==> src/rtl/owsc_pkg.sv <==
`default_nettype none
package owsc_pkg;

   localparam int unsigned STAGES = 7;

   localparam int unsigned IN_W    = 16;
   localparam int unsigned SPEED_W = 38;
   localparam int unsigned MAG_W   = 33;
   localparam int unsigned INV_W   = 30;
   localparam int unsigned PROD_W  = MAG_W + INV_W;
   localparam int unsigned X_W     = 26;
   localparam int unsigned T1_W    = 24;
   localparam int unsigned T2_W    = 25;
   localparam int unsigned T3_W    = 26;
   localparam int unsigned FRAC_W  = 24;
   localparam int unsigned SERVO_W = 8;

   localparam logic signed [SPEED_W-1:0] K_SPIN    = 38'sd1179648;
   localparam logic signed [SPEED_W-1:0] K_ONE_X   = -38'sd819200;
   localparam logic signed [SPEED_W-1:0] K_TWO_X   = 38'sd409600;
   localparam logic signed [SPEED_W-1:0] K_TWO_Y   = -38'sd709450;
   localparam logic signed [SPEED_W-1:0] K_THREE_X = 38'sd709450;
   localparam logic signed [SPEED_W-1:0] K_THREE_Y = 38'sd409600;

   localparam logic signed [SPEED_W-1:0] LIMIT     = 38'sd6442450944;
   localparam logic signed [SPEED_W-1:0] NEG_LIMIT = -38'sd6442450944;

   localparam logic [INV_W-1:0] INV_TWO_PI = 30'd683565276;

   localparam logic signed [T1_W-1:0] PC3 = 24'sd2608680;
   localparam logic signed [T1_W-1:0] PC2 = 24'sd826298;
   localparam logic signed [T2_W-1:0] PC1 = 25'sd1449637;
   localparam logic signed [T3_W-1:0] PC0 = 26'sd8416539;

   localparam logic [SERVO_W-1:0] SERVO_MAX = 8'd255;

endpackage
`default_nettype wire

==> src/rtl/owsc_kin.sv <==
`default_nettype none
module owsc_kin (
   input  wire logic                                 clock,
   input  wire logic                                 en,
   input  wire logic signed [owsc_pkg::IN_W-1:0]     vel_x,
   input  wire logic signed [owsc_pkg::IN_W-1:0]     vel_y,
   input  wire logic signed [owsc_pkg::IN_W-1:0]     body_rate,
   output logic signed [owsc_pkg::SPEED_W-1:0]       speed_one,
   output logic signed [owsc_pkg::SPEED_W-1:0]       speed_two,
   output logic signed [owsc_pkg::SPEED_W-1:0]       speed_three
);
   logic signed [owsc_pkg::SPEED_W-1:0] vx, vy, om, spin;
   logic signed [owsc_pkg::SPEED_W-1:0] one_in, two_in, three_in;
   logic signed [owsc_pkg::SPEED_W-1:0] one_ff, two_ff, three_ff;

   always_comb begin
      vx       = owsc_pkg::SPEED_W'(vel_x);
      vy       = owsc_pkg::SPEED_W'(vel_y);
      om       = owsc_pkg::SPEED_W'(body_rate);
      spin     = om * owsc_pkg::K_SPIN;
      one_in   = vx * owsc_pkg::K_ONE_X + spin;
      two_in   = vx * owsc_pkg::K_TWO_X + vy * owsc_pkg::K_TWO_Y + spin;
      three_in = vx * owsc_pkg::K_THREE_X + vy * owsc_pkg::K_THREE_Y + spin;
   end

   always_ff @(posedge clock) begin
      if (en) begin
         one_ff   <= one_in;
         two_ff   <= two_in;
         three_ff <= three_in;
      end
   end

   assign speed_one   = one_ff;
   assign speed_two   = two_ff;
   assign speed_three = three_ff;
endmodule
`default_nettype wire

==> config.mk <==
export PLATFORM = sky130hd
export DESIGN_NAME = owsc_kin
export DESIGN_NICKNAME = d
export VERILOG_FILES = /design/src/rtl/owsc_pkg.sv /design/src/rtl/owsc_kin.sv
export SDC_FILE = /design/constraint.sdc
export NUM_CORES = 1
export LEC_CHECK = 0
export ABC_AREA = 1
export BUFFER_PORTS_ARGS = -buffer_cell sky130_fd_sc_hd__buf_4
export CAP_MARGIN = 5
export CORE_MARGIN = 1.5
export CORE_UTILIZATION = 35
export DETAILED_ROUTE_END_ITERATION = 6
export RECOVER_POWER = 100
export SETUP_SLACK_MARGIN = 0.2
export SYNTH_ARGS = -nofsm -noshare
export SYNTH_HDL_FRONTEND = slang
export SYNTH_SLANG_ARGS = --single-unit
==> constraint.sdc <==
create_clock -name clock -period 8.35 [get_ports clock]
set_clock_uncertainty 0.1 [all_clocks]
set_input_delay 1.67 -clock clock [delete_from_list [all_inputs] [get_ports clock]]
set_output_delay 1.67 -clock clock [all_outputs]
set_load 0.05 [all_outputs]
* Yosys cells after proc, flatten, opt, wreduce, memory -nomap -nowiden
Index checks and enable logic that the tools add are counted.
** Storage, ports and cells
- Flip-flop bits (word level) :: 114
- Input bits :: 50
- Logic and storage cells :: 14
** Cells by class
- Add/sub/neg operators :: 5
- Multipliers :: 6
** Operator list (number)
- $add 38x38->38 :: 2
- $mul 16x20->36 const B :: 2
- $mul 16x6->22 const B :: 3
- $add 36x37->38 :: 1
- $add 37x36->38 :: 1
- $add 37x38->38 :: 1
- $mul 16x5->21 const B :: 1

* Longest topological paths before layout
Gate-level depths: netlist (run 1).
- Depth after elaboration :: 3
- Gate-level depth with buffers :: 36

* Worst setup path after synthesis (run 1)
Ideal clock, no wire load.
- Path kind :: input port to flip-flop
- Start :: input vel_y[1] (netlist name)
- End :: register two_ff (netlist bit speed_two[36]) (data pin)
- Arrival :: 7986 ps
- Slack :: -1 ps
- Stages on the path :: 27
- Path buffers :: 0
- Path through :: fa_1 > inv_1 > fa_1 > inv_1 > fa_1 > inv_1 > fa_1 > inv_1 > fa_1 > fa_1 > ha_1 > nand2_1 > nor3_1 > a221oi_1 > nand2_1 > nand2_1 > nand2_1 > fa_1 > ha_1 > nand2_1 > nor2_1 > and2_1 > nand4_1 > nand3_1 > a21boi_1 > o21ai_0 > xor2_1
** Between the ends
- Cells in the longest elaborated chain, start to end :: 3
** Ends and longest elaborated chain
- start, declared :: RTL line owsc_kin.sv:6 : input wire logic signed [owsc_pkg::IN_W-1:0] vel_y,
- $mul 16x20->36 :: RTL line owsc_kin.sv:22 : two_in = vx * owsc_pkg::K_TWO_X + vy * owsc_pkg::K_TWO_Y + spin;
- $add 36x37->38 :: RTL line owsc_kin.sv:22
- $add 38x38->38 :: RTL line owsc_kin.sv:22
- named net two_in (one bit) :: RTL line owsc_kin.sv:13 : logic signed [owsc_pkg::SPEED_W-1:0] one_in, two_in, three_in;
- end signal, assigned :: RTL line owsc_kin.sv:29 : two_ff <= two_in;
- end, declared :: RTL line owsc_kin.sv:14 : logic signed [owsc_pkg::SPEED_W-1:0] one_ff, two_ff, three_ff;
The timed path passes the listed nets, and every way through them passes these cells.
A chain may end at the register's enable or synchronous reset.

* Worst setup path after layout (run 1)
- Start :: input vel_x[5] (netlist name)
- End :: register three_ff (netlist bit speed_three[36]) (data pin)
** Between the ends
- Cells in the longest elaborated chain, start to end :: 3
** Ends and longest elaborated chain
- start, declared :: RTL line owsc_kin.sv:5 : input wire logic signed [owsc_pkg::IN_W-1:0] vel_x,
- $mul 16x20->36 :: RTL line owsc_kin.sv:23 : three_in = vx * owsc_pkg::K_THREE_X + vy * owsc_pkg::K_THREE_Y + spin;
- $add 37x36->38 :: RTL line owsc_kin.sv:23
- $add 38x38->38 :: RTL line owsc_kin.sv:23
- named net three_in (one bit) :: RTL line owsc_kin.sv:13
- end signal, assigned :: RTL line owsc_kin.sv:30 : three_ff <= three_in;
- end, declared :: RTL line owsc_kin.sv:14
The timed path passes the listed nets, and every way through them passes these cells.

==> impl_metrics.yaml, run 1 <==
clock_tree:
  clk_pin_slew_ns: 0.12
  cts_buffers: 9
  h-tree-depth: 3
  cts.sink_count: 96
  clock_path_buffers: 2
  cts_tree: "built"
  root_buffer: "clkbuf_16"
placement:
  gp_congestion: 0.932
  hpwlAfterDp_um: 71600
  port_buffers: 146
routing:
  first_pass_iters: 5
  wl_met3_um: 4360
  routed_via_density: 4.71
  highest_layer: "met4"
  wl_um: 83300
  drcViolationCount: 0
  vias: 22664
  ant_nets: 0
  drt-met1-wl_um: 38900
  dr.first_iter.drc_count: 1107
  wl_per_cell_um: 17.3
  met2_length_um: 38600
worst_hold_path:
  hp-class: "in2reg"
die:
  start_util_pct: 35.2
  rows: 101
  die_w_um: 279
  num_io_pins: 164
  die_area_um2: 77800
  die_y_um: 279
  core_region_area_um2: 75700
sta:
  slew_violations: 99
  setup-violations-final: 0
  max-slew-margin-rel_pct: -173
  hold_viol_final: 0
  grt_setup_unrepaired: "true"
  fin_crit_ns: 8.15
  worst_pin_slew_ns: 4.09
  fmax_mhz: 123
  min_period_over_period_pct: 97.6
synthesis:
  synth_edf_count: 96
  ys_top_cells_by_count: "inv_1, ha_1, nand2_1"
  ys_seq_elements: 96
  syn_area_um2: 26700
  async_flop_share_pct: 0
  synth_cell_types: 48
  yosysMostFrequentCell: "inv_1"
  syn_area_per_cell_um2: 8.52
  yosysWarningCount: 0
  ys.flop_type: "edfxtp_1"
  syn_inst: 3128
  synth_top_area_share_pct: 26.9
  synth_top_area_cell: "fa_1"
  synth_area_leaders: "fa_1, ha_1, inv_1, edfxtp_1, nand2_1"
  ys_seq_area_share_pct: 10.8
global_route:
  antenna_found_initial: 6
  grt_pass1_vias: 22909
  grt_remaining_overflow: 0
  grt_max_degree: 64
  gr-usage-all-layers_pct: 21.4
  grt_pass1_wl_um: 128000
status:
  violations: "max-capacitance violations, max-slew violations"
  outcome: "finished with violations"
final_layout:
  drive_gt1_share_pct: 26.2
  fin_util_pct: 46.7
  nNetsFinal: 4744
  area_delta_synth_final_pct: 32.5
critical_path:
  critPathCaptureType: "flop"
  cpMaxStageDelayCell: "fa_2"
  crit_required_ns: 8.53
  critPathLaunchType: "primary input"
  worstPathMaxFanout: 5
  cpPeakStageDelay_ns: 0.56
  cp.arrival_ns: 8.34
  path_common_cell: "inv_2"
  path_class: "in2reg"
job:
  cap_violations: 2
-- cell type report --
class                      instances  area, um2
clock buffer                       9        225
multi-input combinational       2179      22800
tap                              978       1220
clock inverter                     7       81.3
inverter                         850       3200
sequential                        96       2880
fill                            7330      40400
timing repair buffer             690       4950
antenna                            1       2.50
-- critical path, delay by kind of cell --
| family | cells | cell delay [ns] |
|---|---|---|
| adders and majority gates | 9 | 3.98 |
| and+or+nand+nor | 11 | 1.44 |
| buffers and inverters | 9 | 0.83 |
| xor gates and xnor gates | 2 | 0.33 |
| AOI/OAI and AO/OA | 1 | 0.09 |
-- stage by stage --
step / hold slack (ns) / setup slack, ns / area, um2 / instances / setup TNS (ns)
after floorplan: 1.67 / 0.189 / 26800 / 3144 / 0
after global placement: 2.01 / -0.630 / 32800 / 4755 / -9.55
after detailed placement: 2.01 / -0.670 / 32800 / 4755 / -9.95
after CTS: 1.57 / 0.198 / 33800 / 4778 / 0
after global routing: 1.58 / 0.0164 / 35300 / 4809 / 0
final: 1.61 / 0.199 / 35300 / 4810 / 0
-- flip-flops by register name (all words and copies together), names as in the netlist --
name,cells
speed_one,22
speed_three,37
speed_two,37
-- timing repair --
item,4_1_cts,5_1_grt
gates resized for setup,117,387
endpoints found under the setup margin,23,34
buffers inserted,7,31
pin swaps,58,236
hold buffers,0,0
-- cells by family after synthesis --
| family | Yosys count | synth area share (%) |
|---|---|---|
| buffers and inverters | 869 | 12.5 |
| adder cells (fa/ha/maj) | 868 | 50.8 |
| AND/OR/NAND/NOR | 745 | 11.8 |
| AO/OA/AOI/OAI | 367 | 8.03 |
| XOR/XNOR | 182 | 5.98 |
| flip-flops | 96 | 10.8 |
| other | 1 | 0.0141 |
-- worst paths after layout --
kind	cells after the start	start	slack, ns	to
hold / removal	2	body_rate[0]	1.61	speed_one[17]$_DFFE_PP_
setup / recovery	32	vel_x[5]	0.20	speed_three[36]$_DFFE_PP_
-- placed cells by master (no fill, tap or decap), types with 8 or more instances in the layout --
cell,n
inv_1,795
inv_2,50
nand2_4,22
fa_1,333
a21oi_1,141
o21bai_1,8
xnor2_1,50
xor2_1,113
nor3_1,15
nand2_1,364
nand3_1,88
clkbuf_16,9
buf_4,540
xnor2_2,8
nand4_1,16
nor2_1,114
clkbuf_1,111
nand3_2,12
xor2_2,11
conb_1,17
a21oi_2,38
a21o_1,27
a21oi_4,15
fa_2,25
buf_6,28
o21ai_2,19
nand2_2,49
o21ai_0,52
edfxtp_1,96
ha_4,80
a31oi_1,11
nor2_4,13
o21ai_1,16
nor2_2,14
ha_1,425
-- routing by layer --
layer	track usage, %	vias to the layer above
li1	-	11167
met1	30.1	10905
met2	35.4	512
met3	2.65	80
met4	3.69	0
met5	0	-
Power of run 1 is left out: the tool's default activity adds up to more than one toggle a clock period on the data nets, which glitch-free logic cannot reach.
==> inputs of run 2 (changes only) <==
Settings changed: CORE_ASPECT_RATIO from default to 1.25.
==> run 2 against run 1 <==
The run still ends with max-capacitance violations, max-slew violations left. Clock-buffer cell count unchanged. Die area hardly changed. First-iteration DRC count is 29% lower. Sequential share of layout area is 0.16 points higher. Global-route usage increased by 0.34 points. Worst setup slack lost 0.020 ns. Sequential cell count did not move. Critical path depth shrank 4. Routed wire length is 1.1% higher.
==> impl_metrics.yaml, run 2 (synthesis gave the netlist of run 1 again) <==
worst_hold_path:
  hold_path_depth: 2
  hp-class: "in2reg"
critical_path:
  crit_required_ns: 8.41
  cpPeakStageDelay_ns: 0.63
  worst_path_dominant_cell_family: "adder cells"
  critPathBufInv: 7
  critPathCaptureType: "flop"
  worstPathMaxFanout: 5
  path_class: "in2reg"
  path_common_cell: "fa_1"
  critPathLaunchType: "primary input"
  cp.depth: 28
  cpMaxStageDelayCell: "fa_1"
  cp.arrival_ns: 8.23
placement:
  gp_congestion: 0.964
  hpwlAfterDp_um: 74200
  port_buffers: 146
global_route:
  grt_max_degree: 50
  gr-usage-all-layers_pct: 21.7
  antenna_found_initial: 1
  grt_pass1_vias: 23887
  grt_pass1_wl_um: 128000
  grt_remaining_overflow: 0
clock_tree:
  cts_buffers: 9
  clk_pin_slew_ns: 0.08
  root_buffer: "clkbuf_16"
  cts_hold_buf: 0
  h-tree-depth: 3
  clock_path_buffers: 2
  cts_tree: "built"
  cts.sink_count: 96
status:
  violations: "max-capacitance violations, max-slew violations"
  outcome: "finished with violations"
routing:
  drcViolationCount: 0
  first_pass_iters: 5
  drt-met1-wl_um: 32700
  met2_length_um: 44300
  routed_via_density: 4.74
  highest_layer: "met5"
  ant_nets: 0
  wl_per_cell_um: 17.6
  wl_met3_um: 2820
  dr.first_iter.drc_count: 787
  wl_um: 84300
  vias: 22640
sta:
  fin_crit_ns: 8.17
  min_period_over_period_pct: 97.8
  fmax_mhz: 122
  slew_violations: 99
  worst_pin_slew_ns: 3.04
  max-slew-margin-rel_pct: -103
  grt_setup_unrepaired: "true"
  setup-violations-final: 0
  hold_viol_final: 0
final_layout:
  fin_util_pct: 45.8
  area_delta_synth_final_pct: 29.9
  final_cell_mix: "inv_1, buf_4, ha_1"
  nNetsFinal: 4710
  layout_commonest_cell: "inv_1"
  drive_gt1_share_pct: 24.1
  num-fill-cells: 7369
die:
  core_region_area_um2: 75600
  rows: 113
  die_w_um: 250
  num_io_pins: 164
  die_y_um: 312
  die_area_um2: 77900
  start_util_pct: 35.2
job:
  cap_violations: 2
-- run 2: changes by cell type in the layout (fill, tap and decap cells not counted), sizes merged --
cell    delta
buf       -35
clkbuf     +1
-- run 2: final cells by class --
class	count	area (um2)	area share (%)
Tap cell	977	1220	3.53
Sequential cell	96	2880	8.32
Antenna cell	1	2.50	0.00723
Multi-Input combinational cell	2179	22400	64.8
Clock buffer	9	225	0.650
Clock inverter	7	81.3	0.235
Timing Repair Buffer	656	4590	13.2
Inverter	850	3200	9.24
-- run 2: timing repair --
item,4_1_cts,5_1_grt
buffers inserted,6,20
resized for setup,96,299
pin swaps,42,169
endpoints found under the setup margin,26,34
-- run 2: stage by stage --
step	hold WS, ns	setup WS, ns	TNS, ns	std cells	cell area, um2
global route	1.61	-0.0508	-0.140	4774	34600
global placement	2.05	-0.636	-9.50	4732	32600
CTS	1.60	0.159	0	4754	33400
floorplan	1.67	0.189	0	3144	26800
finish	1.63	0.180	0	4775	34600
detailed placement	2.04	-0.659	-10.60	4732	32600
-- run 2: final timing paths --
| check | start | slack, ns | to |
|---|---|---|---|
| setup / recovery | vel_y[3] | 0.18 | speed_two[35]$_DFFE_PP_ |
| hold / removal | body_rate[0] | 1.63 | speed_one[17]$_DFFE_PP_ |
-- run 2: metal layers --
layer | vias to the layer above | GRT usage, %
li1 | 11098 | -
met1 | 10974 | 24.3
met2 | 419 | 40.9
met3 | 147 | 2.15
met4 | 2 | 10.2
met5 | - | 0
Power of run 2 is left out for the same reason.
==> inputs of run 3 (changes only) <==
Settings changed: RECOVER_POWER 100 to default.
==> run 3 against run 2 <==
The run now ends clean. Final cell count stayed put. Sequential share of layout area is 0.12 points lower. Global-route usage stayed put. Critical endpoint unchanged. Highest routed layer unchanged.
==> impl_metrics.yaml, run 3 (synthesis gave the netlist of run 1 again) <==
status:
  outcome: "finished, final reports clean"
die:
  num_io_pins: 164
  start_util_pct: 35.2
  core_region_area_um2: 75600
  die_area_um2: 77900
  die_w_um: 250
  rows: 113
  die_y_um: 312
critical_path:
  cp.arrival_ns: 8.23
  worstPathMaxFanout: 5
  critPathCaptureType: "flop"
  path_class: "in2reg"
  critPathLaunchType: "primary input"
  crit_required_ns: 8.40
sta:
  hold_viol_final: 0
  setup-violations-final: 0
  fin_crit_ns: 8.18
  worst_pin_slew_ns: 1.00
  max-slew-margin-rel_pct: 32.8
  slew_violations: 0
  min_period_over_period_pct: 98.0
  fmax_mhz: 122
  setup_tns_ns: 0
  fin_ws_ns: 0.170
  timing.hold.ws_ns: 1.63
  grt_setup_unrepaired: "true"
job:
  cap_violations: 0
final_layout:
  regArea_um2: 2880
  multi_input_area_um2: 22500
  layout_commonest_cell: "inv_1"
  final_cell_mix: "inv_1, buf_4, ha_1"
  drive_gt1_share_pct: 27.4
  area_delta_synth_final_pct: 31.7
  nNetsFinal: 4710
  num-fill-cells: 7234
  layout.cells.non_filler: 4775
placement:
  dp.cells: 4732
  post-place-ws_ns: -0.659
  hpwlAfterDp_um: 74200
  port_buffers: 146
  gp_congestion: 0.964
global_route:
  grt_remaining_overflow: 0
  grt_pass1_vias: 23887
  grt_max_degree: 50
  gr-usage-all-layers_pct: 21.7
  grt_pass1_wl_um: 128000
  antenna_found_initial: 1
routing:
  ant_nets: 0
  drcViolationCount: 0
  first_pass_iters: 5
  vias: 22702
  wl_met3_um: 2950
  routed_via_density: 4.75
  wl_per_cell_um: 17.7
  drt-met1-wl_um: 32500
  dr.first_iter.drc_count: 790
  wl_um: 84300
  met2_length_um: 44400
  highest_layer: "met5"
clock_tree:
  cts_hold_buf: 0
  cts_buffers: 9
  cts.sink_count: 96
  root_buffer: "clkbuf_16"
  clk_pin_slew_ns: 0.08
  h-tree-depth: 3
  clock_path_buffers: 2
  cts_tree: "built"
worst_hold_path:
  hp-class: "in2reg"
run 3: final timing paths:
check / start / end / slack (ns) / cells past startpoint
worst max-delay path: vel_y[3] / speed_two[35]$_DFFE_PP_ / 0.17 / 28
worst min-delay path: body_rate[0] / speed_one[17]$_DFFE_PP_ / 1.63 / 2
run 3: final cells by class:
class,count,share of cell area [%]
multi-input combinational,2179,64.1
sequential,96,8.21
tap,977,3.48
inverter,850,9.11
timing repair buffer,656,14.2
antenna,1,0.00712
clock buffer,9,0.641
clock inverter,7,0.232
run 3: timing repair:
action,CTS,global route
setup buffers,6,20
pin swaps,42,169
cloned,0,0
gates resized for setup,96,299
setup endpoints to repair,26,34
run 3: layer usage:
| layer | up-vias | GRT usage (%) |
|---|---|---|
| li1 | 11098 | - |
| met1 | 11005 | 24.3 |
| met2 | 442 | 40.9 |
| met3 | 155 | 2.15 |
| met4 | 2 | 10.2 |
| met5 | - | 0 |
run 3: critical path, stage by stage:
cell     delay (ns)
buf_6          0.10
fa_2           0.62
buf_6          0.12
inv_4          0.03
fa_2           0.58
buf_4          0.17
fa_1           0.44
fa_1           0.51
fa_1           0.52
inv_1          0.06
fa_1           0.63
ha_4           0.25
nand2_1        0.14
nor2_1         0.07
nor2_1         0.13
o21ai_2        0.09
a21oi_2        0.11
nand2_2        0.08
xor2_2         0.16
fa_1           0.59
inv_2          0.06
ha_4           0.23
a21oi_2        0.14
buf_4          0.12
o21ai_0        0.08
a21oi_1        0.21
nand3_2        0.13
xor2_2         0.17
run 3: through the flow:
| step | util, % | instance area [um2] |
|---|---|---|
| after global placement | 43.1 | 32600 |
| final | 46.4 | 35100 |
| after global routing | 46.4 | 35100 |
| after floorplan | - | 26800 |
| after CTS | 44.2 | 33400 |
| after detailed placement | 43.1 | 32600 |
Power of run 3 is left out for the same reason.
